### src/hdl/pbr_pkg.sv
// ----------------------------------------------------------------------------
// pbr_pkg
// Shared constants, factorial table and the pipeline item type for the
// permutation-by-rank decoder.
// ----------------------------------------------------------------------------
package pbr_pkg;

	localparam int MAX_LEN = 8;
	localparam int LEN_W   = 4;
	localparam int RANK_W  = 16;
	localparam int ELEM_W  = 3;
	localparam int SUM_W   = ELEM_W + 1;
	localparam int PROD_W  = RANK_W + ELEM_W;
	localparam int NUM_DIG = MAX_LEN - 1;
	localparam int NUM_STG = 1 + 2 * NUM_DIG;
	localparam int DATA_W  = MAX_LEN * ELEM_W;

	typedef logic [RANK_W-1:0] rank_t;

	localparam rank_t FACT [0:MAX_LEN] = '{
		RANK_W'(1), RANK_W'(1), RANK_W'(2), RANK_W'(6), RANK_W'(24),
		RANK_W'(120), RANK_W'(720), RANK_W'(5040), RANK_W'(40320)
	};

	typedef struct packed {
		logic [LEN_W-1:0]                len;
		logic                            too_big;
		rank_t                           rem;
		logic [NUM_DIG-1:0][ELEM_W-1:0]  dig;   // dig[i] is the digit of level i+2
		logic [MAX_LEN-1:0][ELEM_W-1:0]  row;
	} pbr_item_t;

	// k * (level-1)!
	function automatic logic [PROD_W-1:0] fact_mul(input logic [LEN_W-1:0] level,
			input logic [ELEM_W-1:0] k);
		logic [LEN_W-1:0] idx;
		idx = level - LEN_W'(1);
		return PROD_W'(FACT[idx]) * PROD_W'(k);
	endfunction

endpackage

### src/hdl/permutation_by_rank_core.sv
// Pipeline: 15 register stages (1 input register, 7 digit-split levels,
// 7 row-build levels).
// Throughput: one item per cycle; every stage register holds while its
// successor is full and blocked, bubbles collapse.
// Reset: arst_n clears all valid bits and sets perm_length to 8.
// ----------------------------------------------------------------------------
// permutation_by_rank_core
// Decodes a rank into the permutation of that rank for the configured
// length, one item per cycle unless the output stalls, through a level-per-stage pipeline.
// ----------------------------------------------------------------------------
module permutation_by_rank_core (
	input  logic                         clk,
	input  logic                         arst_n,
	input  logic                         cfg_wr_en,
	input  logic [pbr_pkg::LEN_W-1:0]    cfg_wr_data,   // perm_length
	input  logic                         s_tvalid,
	output logic                         s_tready,
	input  logic [pbr_pkg::RANK_W-1:0]   s_tdata,       // [15:0] rank
	output logic                         m_tvalid,
	input  logic                         m_tready,
	output logic [pbr_pkg::DATA_W-1:0]   m_tdata,       // elem0..elem7, 3 bits each
	output logic [0:0]                   m_tuser        // [0] rank_too_big
);
	import pbr_pkg::*;

	logic [LEN_W-1:0]     perm_length_q;
	logic [LEN_W-1:0]     len_eff;
	logic                 valid_s1;
	pbr_item_t            item_s1;
	pbr_item_t            item_in;
	logic [NUM_STG-1:0]   st_valid;
	pbr_item_t            st_item [0:NUM_STG-1];
	logic [NUM_STG:0]     adv;

	always_ff @(posedge clk or negedge arst_n) begin
		if (!arst_n) begin
			perm_length_q <= LEN_W'(MAX_LEN);
		end else if (cfg_wr_en) begin
			perm_length_q <= cfg_wr_data;
		end
	end

	always_comb begin
		if (perm_length_q == '0) begin
			len_eff = LEN_W'(1);
		end else if (perm_length_q > LEN_W'(MAX_LEN)) begin
			len_eff = LEN_W'(MAX_LEN);
		end else begin
			len_eff = perm_length_q;
		end
		item_in         = '0;
		item_in.len     = len_eff;
		item_in.rem     = s_tdata;
		item_in.too_big = (s_tdata >= FACT[len_eff]);
	end

	always_comb begin
		adv[NUM_STG] = m_tready;
		for (int k = NUM_STG - 1; k >= 0; k--) begin
			adv[k] = !st_valid[k] || adv[k+1];
		end
	end

	assign s_tready = adv[0];

	always_ff @(posedge clk or negedge arst_n) begin
		if (!arst_n) begin
			valid_s1 <= 1'b0;
		end else if (adv[0]) begin
			valid_s1 <= s_tvalid;
		end
	end

	always_ff @(posedge clk) begin
		if (adv[0]) begin
			item_s1 <= item_in;
		end
	end

	assign st_valid[0] = valid_s1;
	assign st_item[0]  = item_s1;

	for (genvar g = 0; g < NUM_DIG; g++) begin : g_dig
		pbr_digit_stage u_dig (
			.clk       (clk),
			.arst_n    (arst_n),
			.level     (LEN_W'(MAX_LEN - g)),
			.adv       (adv[1+g]),
			.in_valid  (st_valid[g]),
			.in_item   (st_item[g]),
			.out_valid (st_valid[1+g]),
			.out_item  (st_item[1+g])
		);
	end

	for (genvar g = 0; g < NUM_DIG; g++) begin : g_bld
		pbr_build_stage u_bld (
			.clk       (clk),
			.arst_n    (arst_n),
			.level     (LEN_W'(2 + g)),
			.adv       (adv[1+NUM_DIG+g]),
			.in_valid  (st_valid[NUM_DIG+g]),
			.in_item   (st_item[NUM_DIG+g]),
			.out_valid (st_valid[1+NUM_DIG+g]),
			.out_item  (st_item[1+NUM_DIG+g])
		);
	end

	assign m_tvalid   = st_valid[NUM_STG-1];
	assign m_tdata    = st_item[NUM_STG-1].too_big ? '0 : DATA_W'(st_item[NUM_STG-1].row);
	assign m_tuser[0] = st_item[NUM_STG-1].too_big;

	a_too_big_zero: assert property (@(posedge clk) disable iff (!arst_n)
		m_tvalid && m_tuser[0] |-> m_tdata == '0)
		else $error("out-of-range item carries nonzero elements");

	a_empty_out_ready: assert property (@(posedge clk) disable iff (!arst_n)
		!m_tvalid |-> s_tready)
		else $error("input stalled with empty output stage");

	a_range_flag: assert property (@(posedge clk) disable iff (!arst_n)
		s_tvalid && s_tready && s_tdata >= FACT[MAX_LEN] |=> valid_s1 && item_s1.too_big)
		else $error("rank above max factorial not flagged");

	a_unused_zero: assert property (@(posedge clk) disable iff (!arst_n)
		m_tvalid && st_item[NUM_STG-1].len < LEN_W'(MAX_LEN) |->
			st_item[NUM_STG-1].row[MAX_LEN-1] == '0)
		else $error("element beyond length is nonzero");

endmodule

### src/hdl/pbr_digit_stage.sv
// ----------------------------------------------------------------------------
// pbr_digit_stage
// One level of the factorial-base split: digit = rem / (level-1)!,
// rem = rem mod (level-1)!, by parallel compares against constant multiples.
// ----------------------------------------------------------------------------
module pbr_digit_stage (
	input  logic                     clk,
	input  logic                     arst_n,
	input  logic [pbr_pkg::LEN_W-1:0] level,
	input  logic                     adv,
	input  logic                     in_valid,
	input  pbr_pkg::pbr_item_t       in_item,
	output logic                     out_valid,
	output pbr_pkg::pbr_item_t       out_item
);
	import pbr_pkg::*;

	logic              valid_q;
	pbr_item_t         item_q;
	pbr_item_t         nxt;
	logic [ELEM_W-1:0] d;
	logic [PROD_W-1:0] sub;

	always_comb begin
		nxt = in_item;
		d   = '0;
		for (int k = 1; k <= NUM_DIG; k++) begin
			if (LEN_W'(k) < level &&
					PROD_W'(in_item.rem) >= fact_mul(level, ELEM_W'(k))) begin
				d = ELEM_W'(k);
			end
		end
		sub     = fact_mul(level, d);
		nxt.rem = in_item.rem - sub[RANK_W-1:0];
		for (int i = 0; i < NUM_DIG; i++) begin
			if (LEN_W'(i + 2) == level) begin
				nxt.dig[i] = d;
			end
		end
	end

	always_ff @(posedge clk or negedge arst_n) begin
		if (!arst_n) begin
			valid_q <= 1'b0;
		end else if (adv) begin
			valid_q <= in_valid;
		end
	end

	always_ff @(posedge clk) begin
		if (adv) begin
			item_q <= nxt;
		end
	end

	assign out_valid = valid_q;
	assign out_item  = item_q;

endmodule

### src/hdl/pbr_build_stage.sv
// ----------------------------------------------------------------------------
// pbr_build_stage
// One level of the row build: row of length level from row of length
// level-1 and this level's digit. Passes the row through above the length.
// ----------------------------------------------------------------------------
module pbr_build_stage (
	input  logic                     clk,
	input  logic                     arst_n,
	input  logic [pbr_pkg::LEN_W-1:0] level,
	input  logic                     adv,
	input  logic                     in_valid,
	input  pbr_pkg::pbr_item_t       in_item,
	output logic                     out_valid,
	output pbr_pkg::pbr_item_t       out_item
);
	import pbr_pkg::*;

	logic              valid_q;
	pbr_item_t         item_q;
	pbr_item_t         nxt;
	logic [ELEM_W-1:0] j;
	logic [SUM_W-1:0]  s;

	always_comb begin
		nxt = in_item;
		j   = '0;
		s   = '0;
		for (int i = 0; i < NUM_DIG; i++) begin
			if (LEN_W'(i + 2) == level) begin
				j = in_item.dig[i];
			end
		end
		if (level <= in_item.len) begin
			nxt.row[0] = j;
			for (int m = 0; m < MAX_LEN - 1; m++) begin
				s = SUM_W'(in_item.row[m]) + SUM_W'(j) + SUM_W'(1);
				if (s >= SUM_W'(level)) begin
					s = s - SUM_W'(level);
				end
				nxt.row[m+1] = (LEN_W'(m + 1) < level) ? s[ELEM_W-1:0] : '0;
			end
		end
	end

	always_ff @(posedge clk or negedge arst_n) begin
		if (!arst_n) begin
			valid_q <= 1'b0;
		end else if (adv) begin
			valid_q <= in_valid;
		end
	end

	always_ff @(posedge clk) begin
		if (adv) begin
			item_q <= nxt;
		end
	end

	assign out_valid = valid_q;
	assign out_item  = item_q;

endmodule

### config.mk
export PLATFORM = sky130hd
export DESIGN_NAME = permutation_by_rank_core
export DESIGN_NICKNAME = d
export VERILOG_FILES = /design/src/hdl/pbr_pkg.sv /design/src/hdl/permutation_by_rank_core.sv /design/src/hdl/pbr_digit_stage.sv /design/src/hdl/pbr_build_stage.sv
export SDC_FILE = /design/constraint.sdc
export NUM_CORES = 1
export LEC_CHECK = 0
export BUFFER_PORTS_ARGS = -buffer_cell sky130_fd_sc_hd__buf_4
export CAP_MARGIN = 20
export CORE_MARGIN = 5
export CORE_UTILIZATION = 40
export CTS_BUF_LIST = sky130_fd_sc_hd__clkbuf_8
export DETAILED_ROUTE_END_ITERATION = 8
export GPL_ROUTABILITY_DRIVEN = 0
export GPL_TIMING_DRIVEN = 0
export SKIP_LAST_GASP = 1
export SLEW_MARGIN = 20
export SYNTH_ARGS = -nofsm -noshare
export SYNTH_HDL_FRONTEND = slang
export SYNTH_SLANG_ARGS = --single-unit
### constraint.sdc
create_clock -name clk -period 5.8 [get_ports clk]
set_clock_uncertainty 0.1 [all_clocks]
set_input_delay 0 -clock clk [delete_from_list [all_inputs] [get_ports clk]]
set_output_delay 0 -clock clk [all_outputs]
set_load 0.01 [all_outputs]
==> reports/results.tsv <==
stage	metric	value	unit
timing	min_period	5.437	ns
timing	fmax	183.9	MHz
worst_setup_path	regToRegStartpoint	g_dig[1].u_dig.out_item[57]	
worst_setup_path	critPathBufInv	2	
place	dp_hpwl	26.75	mm
floorplan	dieArea	0.05769	mm²
pwr	powerDensity	515.3	mW/mm²
synthesis	syn-cell-area	0.02119	mm²
timing	worst_pin_slew	1.044	ns
clock_tree	clock_path_buffers	3	
clock_tree	numCtsBuffers	74	
clock_tree	cts_tree	built	
timing	setup_viol	0	
global_routing	grt_overflow	0	
worst_setup_path	r2r_end	g_dig[2].u_dig.out_item[58]	
final_layout	multi_input_area	0.007564	mm²
worst_setup_path	arrival	5.67	ns
worst_setup_path	setup.worst_path.class	register to register	
worst_setup_path	required	6.03	ns
global_routing	grt_pass1_vias	12810	
final_layout	n_antenna_cell	0	
worst_setup_path	cp-end-kind	register	
place	io_buffers	51	
final_layout	synthToLayoutAreaGrowth	15.57	%
floorplan	die_y	240.2	µm
global_routing	antenna_found_initial	0	
worst_setup_path	cp_slowest_cell	fa_1	
floorplan	start_util	0.4033	
synthesis	synth_area_per_cell	13.27	µm²
floorplan	ios	52	
synthesis	syn_inst	1597	
route	wl	36.62	mm
timing	relSlewSlack	0.3034	
clock_tree	cts-root-buf	clkbuf_8	
worst_hold_path	min_to	perm_length_q[2]	
synthesis	synth-edff-count	417	
final_layout	nets	1981	
route	detail_route.wl_per_cell	14.53	µm
timing	fin_crit_sh	0.9374	
timing	hold_viol_final	0	
worst_setup_path	critPathTopFamily	simple AND/OR/NAND/NOR gates	
clock_tree	cts_max_level	3	
route	drcViolationCount	0	
final_layout	seq_area	0.01300	mm²
worst_setup_path	slowest_delay	0.50	ns
synthesis	synth.yosys.warnings	0	
final_layout	fill_cells	4705	
synthesis	seq_area_frac_synth	0.6133	
timing	setup-tns-final	0	ns
synthesis	ys.flop_type	edfxtp_1	
floorplan	core_area	0.05255	mm²
worst_setup_path	reg2reg_depth	18	
status	status	completed	
global_routing	grt_max_degree	36	
worst_hold_path	min_from	cfg_wr_data[2]	
route	ant_nets	0	
floorplan	row_count	84	
floorplan	fp.dieW	240.2	µm
worst_hold_path	hold_path_class	primary input to register	
synthesis	syn_nets	1806	
route	dr.pass1.iters	5	
global_routing	grt.total_usage	0.1292	
worst_setup_path	worstPathCellList	or3_1 -> or4_1 -> nor2_1 -> o21ai_0 -> o21ai_1 -> inv_1 -> fa_1 -> inv_1 -> ha_1 -> a21o_1 -> a21oi_1 -> xor2_1 -> ha_1 -> or2_2 -> a211oi_1 -> a21oi_1 -> nor3_1 -> xor2_1	
synthesis	synth-seq-cells	436	
timing	rsz0062_at_grt	no	
clock_tree	clkTransAtPathRegs	0.07	ns
route	viasPerCell	4.914	
route	vias	12390	
final_layout	drive_gt1_frac	0.1157	
synthesis	yosys.cell_types.count	66	
worst_setup_path	cp_max_fo	6	
timing	slew_violations	0	
clock_tree	clk_latency	0.61	ns
route	drtIter0Drc	631	
clock_tree	clock-sinks	436	
pwr	power.leakage	9.728	nW
synthesis	async_flop_share	0.04358	
pwr	peakVddDrop	0.3796	mV
worst_setup_path	regToRegSetupSlack	0.36	ns
worst_hold_path	whs_path_depth	3	
global_routing	grt_pass1_wl	61.29	mm
job	drv_cap	0	
pwr	finalPower	12.62	mW
worst_setup_path	cp-start-kind	register	
## worst register-to-register path, stage by stage, from the launching register on
cell and delay (ns):
edfxtp_1 0.42, or3_1 0.40, or4_1 0.47, nor2_1 0.16, o21ai_0 0.32, o21ai_1 0.43, inv_1 0.14, fa_1 0.50
inv_1 0.08, ha_1 0.27, a21o_1 0.17, a21oi_1 0.17, xor2_1 0.21, ha_1 0.30, or2_2 0.30, a211oi_1 0.25
a21oi_1 0.12, nor3_1 0.21, xor2_1 0.11
## cells in the mapped netlist, drive strengths merged (18+ instances only)
| cell type | number | share of area |
|---|---|---|
| edfxtp | 417 | 0.59 |
| inv | 153 | 0.027 |
| ha | 149 | 0.088 |
| nor2 | 97 | 0.017 |
| nand2 | 89 | 0.016 |
| o21ai | 77 | 0.018 |
| xnor2 | 72 | 0.030 |
| a21oi | 63 | 0.015 |
| nor2b | 52 | 0.015 |
| xor2 | 45 | 0.019 |
| nand2b | 41 | 0.012 |
| fa | 35 | 0.033 |
| nor3 | 32 | 0.0076 |
| mux2 | 24 | 0.013 |
| nand3 | 22 | 0.0052 |
| clkbuf | 18 | 0.0032 |
| dfrtp | 18 | 0.021 |
## repair_timing
| item | CTS | global route |
|---|---|---|
| setup endpoints to repair | 0 | 3 |
| hold buffers | 43 | 1 |
| endpoints found under the hold margin | 42 | 18 |
| gates resized for setup | 0 | 1 |
| buffers inserted | 0 | 0 |
## worst max path at each step
stage / endpoint / start / cells after the start / slack [ns]
2_1_floorplan: g_dig[2].u_dig.out_item[58] / g_dig[1].u_dig.out_item[57] / 18 / 0.96
3_3_place_gp: g_dig[2].u_dig.out_item[58] / g_dig[1].u_dig.out_item[57] / 18 / 0.33
3_5_place_dp: g_dig[2].u_dig.out_item[58] / g_dig[1].u_dig.out_item[57] / 18 / 0.20
4_1_cts: g_dig[2].u_dig.out_item[58] / g_dig[1].u_dig.out_item[57] / 18 / 0.14
5_1_grt: g_dig[0].u_dig.out_item[60] / item_s1[50] / 18 / 0.07
6_report: g_dig[2].u_dig.out_item[58] / g_dig[1].u_dig.out_item[57] / 18 / 0.36
## routing by layer
layer,vias up,track usage,wire length (µm)
met5,-,0,0
met4,0,0.04969,1128
met3,80,0.02845,1301
met2,201,0.2392,19270
met1,5977,0.1450,14920
li1,6130,-,-
## layout make-up
class | count | share of cell area
Clock buffer | 84 | 0.04720
Timing Repair Buffer | 99 | 0.03622
Buffer | 21 | 0.003269
Sequential cell | 436 | 0.5307
Clock inverter | 53 | 0.01522
Multi-Input combinational cell | 987 | 0.3088
Tap cell | 688 | 0.03515
Inverter | 153 | 0.02345
## through the flow
step	hold slack [ns]	instance area [µm²]	std cells	utilization	worst slack [ns]
final	0.07208	24490	2521	0.4661	0.3630
after floorplan	-0.3956	21190	1597	-	0.9590
after detailed placement	-0.1908	22500	2339	0.4281	0.1977
after global placement	-0.1981	22440	2336	0.4270	0.3276
after global routing	0.03828	24490	2521	0.4661	0.07061
after CTS	0.01368	24460	2519	0.4654	0.1420
## flip-flops by register name, summed over array words and instances, names as in the netlist
| name | cells |
|---|---|
| g_dig.u_dig.out_item | 208 |
| g_bld.u_bld.out_item | 188 |
| item_s1 | 21 |
| g_bld.u_bld.out_valid | 7 |
| g_dig.u_dig.out_valid | 7 |
| perm_length_q | 4 |
| valid_s1 | 1 |
## report_power, final
part / internal, mW / switching [mW]
clock: 1.56 / 1.20
sequential: 4.78 / 0.596
combinational: 2.07 / 2.41
total: 8.41 / 4.21
## logic make-up (layout without fill, tap and decap cells)
group           Yosys count  in the layout  synth area share
flops                   436            436            0.6133
simple gates            408            408           0.09717
compound gates          239            239           0.07002
fa+ha+maj               184            184            0.1210
buf+inv                 174            410           0.03088
xor+xnor                117            117           0.04835
mux                      37             37           0.01889
other cells               2              2         0.0003543
## placed cells by master, fill, tap and decap left out, types with 20 or more instances in the layout
cell type and instances:
edfxtp_1 417, inv_1 176, ha_1 149, nor2_1 97, nand2_1 85, clkbuf_8 84
o21ai_0 76, xnor2_1 72, a21oi_1 63, nor2b_1 52, buf_4 51, xor2_1 45
dlygate4sd3_1 43, nand2b_1 40, fa_1 35, nor3_1 32, mux2_2 24, nand3_1 20
No activity file was read; power rests on OpenSTA's default activity.
